$ cat config.mk
export PLATFORM = sky130hd
export DESIGN_NAME = mandelbrot_escape_time_pixel
export DESIGN_NICKNAME = d
export VERILOG_FILES = /design/src/rtl/mets_pkg.sv /design/src/rtl/mets_mult.sv /design/src/rtl/mets_color.sv /design/src/rtl/mandelbrot_escape_time_pixel.sv
export SDC_FILE = /design/constraint.sdc
export NUM_CORES = 2
export LEC_CHECK = 0
export ABC_AREA = 1
export CAP_MARGIN = 20
export CELL_PAD_IN_SITES_DETAIL_PLACEMENT = 1
export CELL_PAD_IN_SITES_GLOBAL_PLACEMENT = 1
export CORE_ASPECT_RATIO = 1.2
export CORE_MARGIN = 1
export CORE_UTILIZATION = 49
export DETAILED_ROUTE_END_ITERATION = 16
export DONT_BUFFER_PORTS = 1
export PLACE_DENSITY_LB_ADDON = 0.12
export SYNTH_ARGS = -nofsm -noshare
export SYNTH_HDL_FRONTEND = slang
export SYNTH_HIERARCHICAL = 1
export SYNTH_SLANG_ARGS = --single-unit
export TNS_END_PERCENT = 1
$ cat constraint.sdc
create_clock -name clk -period 11.9 [get_ports clk]
set_clock_uncertainty 0.05 [all_clocks]
set_input_delay 2.38 -clock clk [delete_from_list [all_inputs] [get_ports clk]]
set_output_delay 2.38 -clock clk [all_outputs]
set_load 0.05 [all_outputs]
$ cat src/rtl/mets_pkg.sv
// mets_pkg: shared types and constants of the mandelbrot escape-time pixel block
`default_nettype none

package mets_pkg;

    localparam int unsigned MULT_W      = 31;
    localparam int unsigned PROD_W      = 2 * MULT_W;
    localparam int unsigned COUNT_W     = 16;
    localparam int unsigned DIVIDEND_W  = 32;
    localparam int unsigned COLOR_W     = 8;
    localparam int unsigned COLOR_SCALE = 65025;
    localparam int unsigned ALPHA_FULL  = 255;
    localparam int unsigned GREEN_ODD   = 64;

    localparam logic [12:0]        WIDTH_RST    = 13'd512;
    localparam logic [12:0]        HEIGHT_RST   = 13'd512;
    localparam logic signed [31:0] CENTER_X_RST = -32'sd22229811;
    localparam logic signed [31:0] CENTER_Y_RST = 32'sd0;
    localparam logic [30:0]        STEP_RST     = 31'd32768;
    localparam logic [30:0]        LIMIT_RST    = 31'd1677721600;
    localparam logic [15:0]        MAX_ITER_RST = 16'd256;

    typedef enum logic [2:0] {
        REG_IMAGE_WIDTH     = 3'd0,
        REG_IMAGE_HEIGHT    = 3'd1,
        REG_CENTER_X        = 3'd2,
        REG_CENTER_Y        = 3'd3,
        REG_STEP_X          = 3'd4,
        REG_STEP_Y          = 3'd5,
        REG_ESCAPE_LIMIT_SQ = 3'd6,
        REG_MAX_ITERATIONS  = 3'd7
    } cfg_index_t;

    typedef enum logic [12:0] {
        ST_IDLE      = 13'b0000000000001,
        ST_MAP_X     = 13'b0000000000010,
        ST_MAP_Y     = 13'b0000000000100,
        ST_MAP_C     = 13'b0000000001000,
        ST_SQ_X      = 13'b0000000010000,
        ST_SQ_Y      = 13'b0000000100000,
        ST_CROSS     = 13'b0000001000000,
        ST_UPDATE    = 13'b0000010000000,
        ST_COL_MUL   = 13'b0000100000000,
        ST_COL_START = 13'b0001000000000,
        ST_COL_WAIT  = 13'b0010000000000,
        ST_FINISH    = 13'b0100000000000,
        ST_SPARE     = 13'b1000000000000
    } seq_state_t;

    typedef struct packed {
        logic                  start;
        logic [DIVIDEND_W-1:0] dividend;
        logic [COUNT_W-1:0]    divisor;
    } color_req_t;

endpackage

`default_nettype wire

$ cat src/rtl/mets_mult.sv
// mets_mult: shared unsigned multiplier with registered product
`default_nettype none

module mets_mult
    import mets_pkg::*;
(
    input  wire logic              clk,
    input  wire logic [MULT_W-1:0] op_a,
    input  wire logic [MULT_W-1:0] op_b,
    output logic      [PROD_W-1:0] prod
);

    logic [PROD_W-1:0] prod_reg;

    always_ff @(posedge clk)
    begin
        prod_reg <= PROD_W'(op_a) * PROD_W'(op_b);
    end

    assign prod = prod_reg;

endmodule

`default_nettype wire

$ cat src/rtl/mets_color.sv
// mets_color: bit-serial divide and integer square root for the pixel color
`default_nettype none

module mets_color
    import mets_pkg::*;
(
    input  wire logic               clk,
    input  wire logic               rst_n,
    input  wire color_req_t         req,
    output logic                    done,
    output logic      [COLOR_W-1:0] color
);

    typedef enum logic [2:0] {
        C_IDLE = 3'b001,
        C_DIV  = 3'b010,
        C_SQRT = 3'b100
    } color_state_t;

    color_state_t        state_reg, state_next;
    logic [3:0]          cnt_reg, cnt_next;
    logic                done_reg, done_next;
    logic [COUNT_W-1:0]  rem_reg;
    logic [COUNT_W-1:0]  quo_reg;
    logic [COUNT_W-1:0]  den_reg;
    logic [COLOR_W-1:0]  root_reg;

    logic [COUNT_W:0]    trial;
    logic                trial_ok;
    logic [COLOR_W-1:0]  cand;
    logic [COUNT_W-1:0]  cand_sq;

    // one quotient bit per step
    assign trial    = {rem_reg, quo_reg[COUNT_W-1]};
    assign trial_ok = trial >= {1'b0, den_reg};

    // one root bit per step
    assign cand    = root_reg | (COLOR_W'(1) << cnt_reg[2:0]);
    assign cand_sq = COUNT_W'(cand) * COUNT_W'(cand);

    always_comb
    begin
        state_next = state_reg;
        cnt_next   = cnt_reg;
        done_next  = 1'b0;
        case (state_reg)
            C_IDLE:
            begin
                if (req.start)
                begin
                    state_next = C_DIV;
                    cnt_next   = 4'd15;
                end
            end
            C_DIV:
            begin
                cnt_next = cnt_reg - 4'd1;
                if (cnt_reg == 4'd0)
                begin
                    state_next = C_SQRT;
                    cnt_next   = 4'd7;
                end
            end
            C_SQRT:
            begin
                cnt_next = cnt_reg - 4'd1;
                if (cnt_reg == 4'd0)
                begin
                    state_next = C_IDLE;
                    done_next  = 1'b1;
                end
            end
            default:
            begin
                state_next = C_IDLE;
            end
        endcase
    end

    always_ff @(posedge clk or negedge rst_n)
    begin
        if (!rst_n)
        begin
            state_reg <= C_IDLE;
            cnt_reg   <= 4'd0;
            done_reg  <= 1'b0;
        end
        else
        begin
            state_reg <= state_next;
            cnt_reg   <= cnt_next;
            done_reg  <= done_next;
        end
    end

    always_ff @(posedge clk)
    begin
        case (state_reg)
            C_IDLE:
            begin
                if (req.start)
                begin
                    rem_reg  <= req.dividend[DIVIDEND_W-1:COUNT_W];
                    quo_reg  <= req.dividend[COUNT_W-1:0];
                    den_reg  <= req.divisor;
                    root_reg <= '0;
                end
            end
            C_DIV:
            begin
                rem_reg <= trial_ok ? COUNT_W'(trial - {1'b0, den_reg}) : trial[COUNT_W-1:0];
                quo_reg <= {quo_reg[COUNT_W-2:0], trial_ok};
            end
            C_SQRT:
            begin
                if (cand_sq <= quo_reg)
                begin
                    root_reg <= cand;
                end
            end
            default:
            begin
                root_reg <= root_reg;
            end
        endcase
    end

    assign done  = done_reg;
    assign color = root_reg;

endmodule

`default_nettype wire

$ cat src/rtl/mandelbrot_escape_time_pixel.sv
// mandelbrot_escape_time_pixel: escape-time iteration and coloring of one pixel
//
//   port group   dir   beat carries
//   in_*         in    pixel_x, pixel_y
//   out_*        out   iteration_count, escaped, red, green, blue, alpha
//   cfg_*        in    cfg_index, cfg_data (always ready)
//
// per pixel: MAP_X, MAP_Y and MAP_C map it; each iteration uses the one shared
// multiplier in SQ_X, SQ_Y, CROSS and UPDATE, with the escape test in SQ_X and CROSS;
// escaped pixels are colored in COL_MUL, COL_START, COL_WAIT; FINISH hands over, then idle
// reset clears the sequencer and the output beat and loads the default view
// in_ready is high only in idle; a finished result may wait for out_ready
// while the next pixel is taken, and a pixel done before that holds in finish
`default_nettype none

module mandelbrot_escape_time_pixel
    import mets_pkg::*;
#(
    parameter int FRAC_BITS  = 24,
    parameter int COORD_BITS = 32,
    parameter int DIM_BITS   = 12
)
(
    input  wire logic                clk,
    input  wire logic                rst_n,
    input  wire logic                in_valid,
    output logic                     in_ready,
    input  wire logic [DIM_BITS-1:0] pixel_x,
    input  wire logic [DIM_BITS-1:0] pixel_y,
    output logic                     out_valid,
    input  wire logic                out_ready,
    output logic [COUNT_W-1:0]       iteration_count,
    output logic                     escaped,
    output logic [COLOR_W-1:0]       red,
    output logic [COLOR_W-1:0]       green,
    output logic [COLOR_W-1:0]       blue,
    output logic [COLOR_W-1:0]       alpha,
    input  wire logic                cfg_valid,
    output logic                     cfg_ready,
    input  wire logic [2:0]          cfg_index,
    input  wire logic [31:0]         cfg_data
);

    localparam int TW = (DIM_BITS + 2 > 14) ? DIM_BITS + 2 : 14;
    localparam logic signed [63:0] CoordMax = (64'sd1 <<< (COORD_BITS - 1)) - 64'sd1;
    localparam logic signed [63:0] CoordMin = -CoordMax - 64'sd1;

    function automatic logic signed [COORD_BITS-1:0] sat_coord(input logic signed [63:0] v);
        if (v > CoordMax)
            return CoordMax[COORD_BITS-1:0];
        else if (v < CoordMin)
            return CoordMin[COORD_BITS-1:0];
        else
            return v[COORD_BITS-1:0];
    endfunction

    // configuration
    logic [12:0]        image_width_reg, image_height_reg;
    logic signed [31:0] center_x_reg, center_y_reg;
    logic [30:0]        step_x_reg, step_y_reg, limit_reg;
    logic [15:0]        max_iter_reg;

    always_ff @(posedge clk or negedge rst_n)
    begin
        if (!rst_n)
        begin
            image_width_reg  <= WIDTH_RST;
            image_height_reg <= HEIGHT_RST;
            center_x_reg     <= CENTER_X_RST;
            center_y_reg     <= CENTER_Y_RST;
            step_x_reg       <= STEP_RST;
            step_y_reg       <= STEP_RST;
            limit_reg        <= LIMIT_RST;
            max_iter_reg     <= MAX_ITER_RST;
        end
        else if (cfg_valid)
        begin
            case (cfg_index_t'(cfg_index))
                REG_IMAGE_WIDTH:     image_width_reg  <= cfg_data[12:0];
                REG_IMAGE_HEIGHT:    image_height_reg <= cfg_data[12:0];
                REG_CENTER_X:        center_x_reg     <= cfg_data;
                REG_CENTER_Y:        center_y_reg     <= cfg_data;
                REG_STEP_X:          step_x_reg       <= cfg_data[30:0];
                REG_STEP_Y:          step_y_reg       <= cfg_data[30:0];
                REG_ESCAPE_LIMIT_SQ: limit_reg        <= cfg_data[30:0];
                REG_MAX_ITERATIONS:  max_iter_reg     <= cfg_data[15:0];
                default:             max_iter_reg     <= max_iter_reg;
            endcase
        end
    end

    assign cfg_ready = 1'b1;

    // sequencer and datapath registers
    seq_state_t                   state_reg, state_next;
    logic [DIM_BITS-1:0]          px_reg, py_reg;
    logic signed [COORD_BITS-1:0] x_reg, y_reg, cx_reg, cy_reg;
    logic [PROD_W-1:0]            x2_reg;
    logic signed [63:0]           diff_reg;
    logic [COUNT_W-1:0]           iter_reg;
    logic                         esc_reg;

    logic                         out_valid_reg;
    logic [COUNT_W-1:0]           count_reg;
    logic                         escaped_reg;
    logic [COLOR_W-1:0]           red_reg, green_reg, blue_reg, alpha_reg;

    // shared multiplier
    logic [MULT_W-1:0] op_a, op_b;
    logic [PROD_W-1:0] prod;

    mets_mult u_mult (
        .clk  (clk),
        .op_a (op_a),
        .op_b (op_b),
        .prod (prod)
    );

    // color unit
    color_req_t         color_req;
    logic               color_done;
    logic [COLOR_W-1:0] color;

    mets_color u_color (
        .clk   (clk),
        .rst_n (rst_n),
        .req   (color_req),
        .done  (color_done),
        .color (color)
    );

    assign color_req.start    = state_reg == ST_COL_START;
    assign color_req.dividend = prod[DIVIDEND_W-1:0];
    assign color_req.divisor  = max_iter_reg;

    // pixel to plane mapping
    logic signed [TW-1:0] tx, ty;
    logic [TW-1:0]        tx_mag, ty_mag;
    logic                 map_neg;
    logic signed [63:0]   map_prod, map_center;
    logic signed [COORD_BITS-1:0] map_coord;

    assign tx     = $signed(TW'({px_reg, 1'b0})) - $signed(TW'(image_width_reg));
    assign ty     = $signed(TW'({py_reg, 1'b0})) - $signed(TW'(image_height_reg));
    assign tx_mag = tx[TW-1] ? TW'(-tx) : TW'(tx);
    assign ty_mag = ty[TW-1] ? TW'(-ty) : TW'(ty);

    assign map_neg    = (state_reg == ST_MAP_Y) ? tx[TW-1] : ty[TW-1];
    assign map_prod   = map_neg ? -$signed({2'b00, prod}) : $signed({2'b00, prod});
    assign map_center = (state_reg == ST_MAP_Y) ?
                        $signed({{32{center_x_reg[31]}}, center_x_reg}) :
                        $signed({{32{center_y_reg[31]}}, center_y_reg});
    assign map_coord  = sat_coord((map_prod >>> 1) + map_center);

    // iteration datapath
    logic [COORD_BITS-1:0] mx_full, my_full;
    logic [63:0]           mx64, my64;
    logic                  huge;
    logic [63:0]           mag_sum, limit64;
    logic                  esc_hit;
    logic signed [63:0]    diff;
    logic                  cross_neg;
    logic signed [63:0]    xy2;
    logic signed [63:0]    cx_ext, cy_ext;
    logic signed [COORD_BITS-1:0] x_new, y_new;
    logic [COUNT_W:0]      iter_inc;
    logic                  iter_last;

    assign mx_full = x_reg[COORD_BITS-1] ? COORD_BITS'(-x_reg) : COORD_BITS'(x_reg);
    assign my_full = y_reg[COORD_BITS-1] ? COORD_BITS'(-y_reg) : COORD_BITS'(y_reg);
    assign mx64    = 64'(mx_full);
    assign my64    = 64'(my_full);
    assign huge    = (|mx64[63:31]) | (|my64[63:31]);

    assign mag_sum = 64'(x2_reg) + 64'(prod);
    assign limit64 = 64'(limit_reg) << FRAC_BITS;
    assign esc_hit = mag_sum >= limit64;
    assign diff    = $signed(64'(x2_reg)) - $signed(64'(prod));

    assign cross_neg = x_reg[COORD_BITS-1] ^ y_reg[COORD_BITS-1];
    assign xy2       = cross_neg ? -$signed({1'b0, prod, 1'b0}) : $signed({1'b0, prod, 1'b0});
    assign cx_ext    = $signed({{(64 - COORD_BITS){cx_reg[COORD_BITS-1]}}, cx_reg});
    assign cy_ext    = $signed({{(64 - COORD_BITS){cy_reg[COORD_BITS-1]}}, cy_reg});
    assign x_new     = sat_coord((diff_reg >>> FRAC_BITS) + cx_ext);
    assign y_new     = sat_coord((xy2 >>> FRAC_BITS) + cy_ext);

    assign iter_inc  = (COUNT_W + 1)'(iter_reg) + (COUNT_W + 1)'(1);
    assign iter_last = iter_inc >= (COUNT_W + 1)'(max_iter_reg);

    logic out_free;
    assign out_free = !out_valid_reg || out_ready;

    always_comb
    begin
        op_a = '0;
        op_b = '0;
        case (state_reg)
            ST_MAP_X:
            begin
                op_a = MULT_W'(tx_mag);
                op_b = step_x_reg;
            end
            ST_MAP_Y:
            begin
                op_a = MULT_W'(ty_mag);
                op_b = step_y_reg;
            end
            ST_SQ_X:
            begin
                op_a = mx64[MULT_W-1:0];
                op_b = mx64[MULT_W-1:0];
            end
            ST_SQ_Y:
            begin
                op_a = my64[MULT_W-1:0];
                op_b = my64[MULT_W-1:0];
            end
            ST_CROSS:
            begin
                op_a = mx64[MULT_W-1:0];
                op_b = my64[MULT_W-1:0];
            end
            ST_COL_MUL:
            begin
                op_a = MULT_W'(iter_reg);
                op_b = MULT_W'(COLOR_SCALE);
            end
            default:
            begin
                op_a = '0;
                op_b = '0;
            end
        endcase
    end

    always_comb
    begin
        state_next = state_reg;
        case (state_reg)
            ST_IDLE:      if (in_valid) state_next = ST_MAP_X;
            ST_MAP_X:     state_next = ST_MAP_Y;
            ST_MAP_Y:     state_next = ST_MAP_C;
            ST_MAP_C:     state_next = (max_iter_reg == '0) ? ST_FINISH : ST_SQ_X;
            ST_SQ_X:      state_next = huge ? ST_COL_MUL : ST_SQ_Y;
            ST_SQ_Y:      state_next = ST_CROSS;
            ST_CROSS:     state_next = esc_hit ? ST_COL_MUL : ST_UPDATE;
            ST_UPDATE:    state_next = iter_last ? ST_FINISH : ST_SQ_X;
            ST_COL_MUL:   state_next = ST_COL_START;
            ST_COL_START: state_next = ST_COL_WAIT;
            ST_COL_WAIT:  if (color_done) state_next = ST_FINISH;
            ST_FINISH:    if (out_free) state_next = ST_IDLE;
            default:      state_next = ST_IDLE;
        endcase
    end

    always_ff @(posedge clk or negedge rst_n)
    begin
        if (!rst_n)
        begin
            state_reg     <= ST_IDLE;
            out_valid_reg <= 1'b0;
        end
        else
        begin
            state_reg <= state_next;
            if (state_reg == ST_FINISH && out_free)
            begin
                out_valid_reg <= 1'b1;
            end
            else if (out_ready)
            begin
                out_valid_reg <= 1'b0;
            end
        end
    end

    always_ff @(posedge clk)
    begin
        case (state_reg)
            ST_IDLE:
            begin
                if (in_valid)
                begin
                    px_reg   <= pixel_x;
                    py_reg   <= pixel_y;
                    iter_reg <= '0;
                    esc_reg  <= 1'b0;
                end
            end
            ST_MAP_Y:
            begin
                cx_reg <= map_coord;
                x_reg  <= map_coord;
            end
            ST_MAP_C:
            begin
                cy_reg <= map_coord;
                y_reg  <= map_coord;
            end
            ST_SQ_X:
            begin
                if (huge)
                begin
                    esc_reg <= 1'b1;
                end
            end
            ST_SQ_Y:
            begin
                x2_reg <= prod;
            end
            ST_CROSS:
            begin
                diff_reg <= diff;
                if (esc_hit)
                begin
                    esc_reg <= 1'b1;
                end
            end
            ST_UPDATE:
            begin
                x_reg    <= x_new;
                y_reg    <= y_new;
                iter_reg <= iter_inc[COUNT_W-1:0];
            end
            ST_FINISH:
            begin
                if (out_free)
                begin
                    count_reg   <= iter_reg;
                    escaped_reg <= esc_reg;
                    red_reg     <= esc_reg ? COLOR_W'(ALPHA_FULL) - color : '0;
                    green_reg   <= (esc_reg && color[0]) ? COLOR_W'(GREEN_ODD) : '0;
                    blue_reg    <= esc_reg ? color : '0;
                    alpha_reg   <= esc_reg ? COLOR_W'(ALPHA_FULL) : '0;
                end
            end
            default:
            begin
                iter_reg <= iter_reg;
            end
        endcase
    end

    assign in_ready        = state_reg == ST_IDLE;
    assign out_valid       = out_valid_reg;
    assign iteration_count = count_reg;
    assign escaped         = escaped_reg;
    assign red             = red_reg;
    assign green           = green_reg;
    assign blue            = blue_reg;
    assign alpha           = alpha_reg;

`ifndef SYNTH
    a_busy_after_accept: assert property (@(posedge clk) disable iff (!rst_n)
        in_valid && in_ready |=> !in_ready)
        else $error("pixel taken while a pixel is in flight");

    a_inside_black: assert property (@(posedge clk) disable iff (!rst_n)
        out_valid && !escaped |-> red == '0 && green == '0 && blue == '0 && alpha == '0)
        else $error("inside pixel carries color");

    a_color_done_waits: assert property (@(posedge clk) disable iff (!rst_n)
        color_done |-> state_reg == ST_COL_WAIT)
        else $error("color unit finished outside its wait state");

    a_load_only_when_free: assert property (@(posedge clk) disable iff (!rst_n)
        out_valid && !out_ready |=> out_valid && $stable(iteration_count))
        else $error("result beat dropped or overwritten");
`endif

endmodule

`default_nettype wire

==> results.txt, run 1 <==
Post-Synth XOR/XNOR Area - 3.53%
Total GRT Usage - 62.9%
First-pass GRT wire length - 822 mm
Post-CTS setup repair buffer count - 0
FP Rows - 170
Synth unique cells - 68
Die X - 391 um
H-tree depth - 3
Synth Register Bits - 642
Initial core utilization - 49.5%
Io pins - 116
Total CTS buffers - 74
Largest family of logic cells by synthesized area - adder cells
Number of gates resized after CTS - 0
Synth Cell Area - 88800 um2
Area share of and/or/nand/nor cells after synthesis - 25.1%
Post-synth EDFFs - 360
Sequential share of the synthesized area - 19.8%
Detailed Place HPWL - 373 mm
Synth Area in Compound Gates - 8.12%
Largest net degree at the start of global routing - 221
Clk sinks - 642
Mux cell area share after synthesis - 0%
Cts-stage hold buffer count - 0
Global route overflow - 290
Stop Error - [ERROR GRT-0116] Global routing finished with congestion. Check the congestion regions in the DRC Viewer.
Syn avg cell area - 7.00 um2
CTS Buffer Depth - 3
Port Buffers - 0
Post-Synth Adder-Cell Area - 28.9%
Exit stage - global routing (5_1_grt)
Die Height - 468 um
Root Driver - clkbuf_16
Asr flop ratio synth - 34.3%
Status - did not finish
Vias in the first global route - 109000
Synth warn - 6
Top_reg_cell synth - edfxtp_1
Placed cell areas - 91700 um2
GPL Wtd Cong - 1.08
Mapped Cells - 12700
-- stage by stage --
step / utilization (%) / instances / setup WS, ns
3_5_place_dp: 51.1 / 14900 / 1.23
3_3_place_gp: 51.1 / 14900 / 1.45
2_1_floorplan: - / 12700 / 2.56
4_1_cts: 52.5 / 15000 / 1.04
-- cell usage after synthesis, types with 34 or more instances --
cell type,number,area [um2]
inv_1,2978,11200
xor2_1,292,2560
fa_1,869,17400
nand2_1,3760,14100
o21ai_0,531,2660
dfrtp_1,190,4750
nand2_2,99,619
a31oi_1,57,357
o21bai_1,34,255
edfxtp_1,360,10800
a21oi_1,484,2420
nand4_1,106,663
xnor2_1,66,578
nand3_1,378,1890
nor4_1,44,275
dfxtp_1,62,1240
ha_1,662,8280
nor2_1,840,3150
nor3_1,107,536
clkbuf_1,321,1200
-- kinds of logic after synthesis --
group,count (synthesis)
compound gates,1305
xor+xnor,358
fa+ha+maj,1531
buf+inv,3381
flops,642
other cells,2
simple gates,5470
-- layer usage --
layer | GRT usage [%] | GRT overflow
met5 | 22.0 | 3
met4 | 54.2 | 88
met2 | 82.8 | 129
met1 | 67.1 | 33
met3 | 40.9 | 37
==> run 2: changes to the inputs <==
--- a/config.mk
+++ b/config.mk
@@ -7,14 +7,11 @@
 export LEC_CHECK = 0
 export ABC_AREA = 1
 export CAP_MARGIN = 20
-export CELL_PAD_IN_SITES_DETAIL_PLACEMENT = 1
-export CELL_PAD_IN_SITES_GLOBAL_PLACEMENT = 1
-export CORE_ASPECT_RATIO = 1.2
 export CORE_MARGIN = 1
-export CORE_UTILIZATION = 49
+export CORE_UTILIZATION = 40
 export DETAILED_ROUTE_END_ITERATION = 16
 export DONT_BUFFER_PORTS = 1
-export PLACE_DENSITY_LB_ADDON = 0.12
+export PLACE_DENSITY_LB_ADDON = 0.15
 export SYNTH_ARGS = -nofsm -noshare
 export SYNTH_HDL_FRONTEND = slang
 export SYNTH_HIERARCHICAL = 1
==> run 2 against run 1 <==
  * The run now ends clean
  * Synthesized cell count did not move
  * Synthesized area did not move
==> results.txt, run 2 <==
FP Rows - 172 (+1.2%)
Crit start category - register
Die X - 473 um (+21%)
Setup violations, final - 0
Slowest cell on the critical path - nand2_1
Max Cap Viol - 0
Final WL - 390 mm
Post-Synth Adder-Cell Area - 28.9% (unchanged)
Worst Hold End - u_color/den_reg[12]$_DFFE_PP_
Worst path max stage delay - 0.70 ns
Power share of the clock group - 10.7%
R2r endpoint - u_mult/prod[54]$_DFF_P_
Detailed Place HPWL - 324 mm (-13%)
Tot Pwr - 24.0 mW
Post-synth EDFFs - 360 (unchanged)
Number of gates resized after CTS - 0 (unchanged)
Final Slew Violations - 0
Initial core utilization - 40.3% (-9.1 points)
Max-slew headroom - 8.79%
Synth Cell Area - 88800 um2 (unchanged)
FMAX - 0.0984 GHz
Setup crit end kind - register
Synth warn - 6 (unchanged)
Top_reg_cell synth - edfxtp_1
CTS tree - yes
R2R setup slack - 1.74 ns
Clk_lat worst skew - 0.74 ns
Fin nets - 14200
Routed wire per std cell - 25.0 um
Sequential share of the synthesized area - 19.8% (unchanged)
Count leader, synth - nand2_1
Clock transition at the registers of the reported paths - 0.06 ns
Sequential share of power - 13.7%
Post-Synth XOR/XNOR Area - 3.53% (unchanged)
Tmin final - 10.16 ns
ANT nets after route - 0
Initial antenna violation count - 40
Root Driver - clkbuf_16
Pint - 8.65 mW
Hold Crit Class - register to register
Global route overflow - 0
Multi-input logic area - 58700 um2
Via count - 82400
Cts-stage hold buffer count - 0 (unchanged)
Worst Tran Pin Value - 1.35 ns
Share of the synthesized area in the top cell type - 19.6% (unchanged)
Final setup TNS - 0 ns
Comb pwr share - 75.5%
Port Buffers - 0 (unchanged)
GPL Wtd Cong - 1.06 (-2.3%)
CP arrival - 10.73 ns
DR DRC count - 0
Syn avg cell area - 7.00 um2 (unchanged)
Critical setup path kind - register to register
Layout cell share with drive strength beyond 1 - 4.48%
Commonest non-fill, non-tap cell in the layout - nand2_1
Most frequent cells in the layout - nand2_1, inv_1, fa_1
First-pass GRT wire length - 558 mm
Largest family of logic cells by synthesized area - adder cells
Sequential Area - 17600 um2
Total GRT Usage - 34.5%
Area growth, synth to finish - 7.32%
Period utilisation layout - 85.4%
Synth Area in Compound Gates - 8.12% (unchanged)
VDD IR-drop max - 0.000276 V
Reg2Reg Launch Point - image_height_reg[0]$_DFFE_PN0P_
Clk sinks - 642 (unchanged)
Critical Path Fanout Max - 22
H-tree depth - 3 (unchanged)
Mapped Cells - 12700 (unchanged)
Fillers - 23200
Top cells by area in the synthesized netlist - fa_1, nand2_1, inv_1
Total CTS buffers - 80 (+8.1%)
HP Start - max_iter_reg[12]$_DFFE_PN0P_
Synth unique cells - 68 (unchanged)
Status - completed
Drt initial violations - 8999
Die area - 224000 um2
Die Height - 473 um (+1.0%)
Leak - 52.9 nW
Post-CTS setup repair buffer count - 0 (unchanged)
Pre-antenna DRT Iters - 6
Most common library cells after synthesis - nand2_1, inv_1, fa_1
Synth Register Bits - 642 (unchanged)
Area leader, netlist - fa_1
Vias in the first global route - 80600
Io pins - 116 (unchanged)
Vias per inst - 5.28
Largest net degree at the start of global routing - 221
PD cells - 252 nW/um2
Mux cell area share after synthesis - 0% (unchanged)
Switching portion of total power - 64.0%
Worst Hold Depth - 0
Data required, critical path - 12.46 ns
Core ar. - 220000 um2
Cells on worst reg2reg path - 40
Unrepaired setup endpoints after global routing - no
CTS Buffer Depth - 3 (unchanged)
Hold Fails Final Rpt - 0
Net load switching power - 15.4 mW
Asr flop ratio synth - 34.3% (unchanged)
Area share of and/or/nand/nor cells after synthesis - 25.1% (unchanged)
[run 2: how the worst max path moves through the flow]
stage / endpoint / startpoint / cells past startpoint / slack (ns)
after floorplan: u_mult/prod[54]$_DFF_P_ / state_reg[9]$_DFFE_PN0P_ / 35 / 2.56
after global placement: u_mult/prod[24]$_DFF_P_ / image_height_reg[0]$_DFFE_PN0P_ / 38 / 1.78
after detailed placement: u_mult/prod[39]$_DFF_P_ / image_height_reg[0]$_DFFE_PN0P_ / 40 / 1.76
after CTS: u_mult/prod[39]$_DFF_P_ / image_height_reg[0]$_DFFE_PN0P_ / 40 / 1.70
after global routing: u_mult/prod[53]$_DFF_P_ / image_height_reg[0]$_DFFE_PN0P_ / 40 / 0.98
final: u_mult/prod[54]$_DFF_P_ / image_height_reg[0]$_DFFE_PN0P_ / 40 / 1.74
[run 2: critical path: cells and delay by family (launching register included)]
family	cells	cell delay, ns
AO/OA/AOI/OAI	3	0.72
XOR/XNOR	1	0.23
AND/OR/NAND/NOR	17	3.01
flip-flops	1	0.46
buffers and inverters	9	0.63
adder cells (fa/ha/maj)	10	4.97
[run 2: power groups by stage]
stage / logic [mW] / registers, mW / clock network, mW
finish: 18.2 / 3.30 / 2.58
global route: 18.9 / 3.32 / 2.69
CTS: 17.5 / 3.29 / 2.62
detailed placement: 17.4 / 3.34 / 0
global placement: 17.4 / 3.33 / 0
floorplan: 9.38 / 3.25 / 0
[run 2: cell families after synthesis]
logic type / after synthesis
XOR/XNOR: 358
adder cells (fa/ha/maj): 1531
buffers and inverters: 3381
flip-flops: 642
AO/OA/AOI/OAI: 1305
AND/OR/NAND/NOR: 5470
other: 2
[run 2: area by class of cell]
type / instances / share of cell area (%)
multi-input cells: 8672 / 61.6
flip-flops and latches: 642 / 18.5
inverters: 3003 / 11.8
well taps: 2958 / 3.88
clock buffers: 113 / 2.40
repair buffers: 158 / 1.36
clock inverters: 36 / 0.433
diodes: 7 / 0.0184
[run 2: stage by stage]
| step | area (um2) | setup slack (ns) | hold slack [ns] | std cells | util [%] |
|---|---|---|---|---|---|
| 3_3_place_gp | 92500 | 1.78 | 0.380 | 15400 | 42.0 |
| 3_5_place_dp | 92500 | 1.76 | 0.380 | 15400 | 42.0 |
| 4_1_cts | 95200 | 1.70 | 0.390 | 15600 | 43.2 |
| 2_1_floorplan | 88800 | 2.56 | 0.374 | 12700 | - |
| 5_1_grt | 95300 | 0.985 | 0.403 | 15600 | 43.3 |
| 6_report | 95300 | 1.74 | 0.388 | 15600 | 43.3 |
[run 2: routing by layer]
metal	vias to the layer above	track usage [%]	share of wire (%)
met4	20	12.9	4.0
met2	3425	53.1	44
met3	537	5.88	8.7
li1	38100	-	-
met5	-	0.627	0.090
met1	40300	48.1	44
Power figures use the tool's default switching activity.
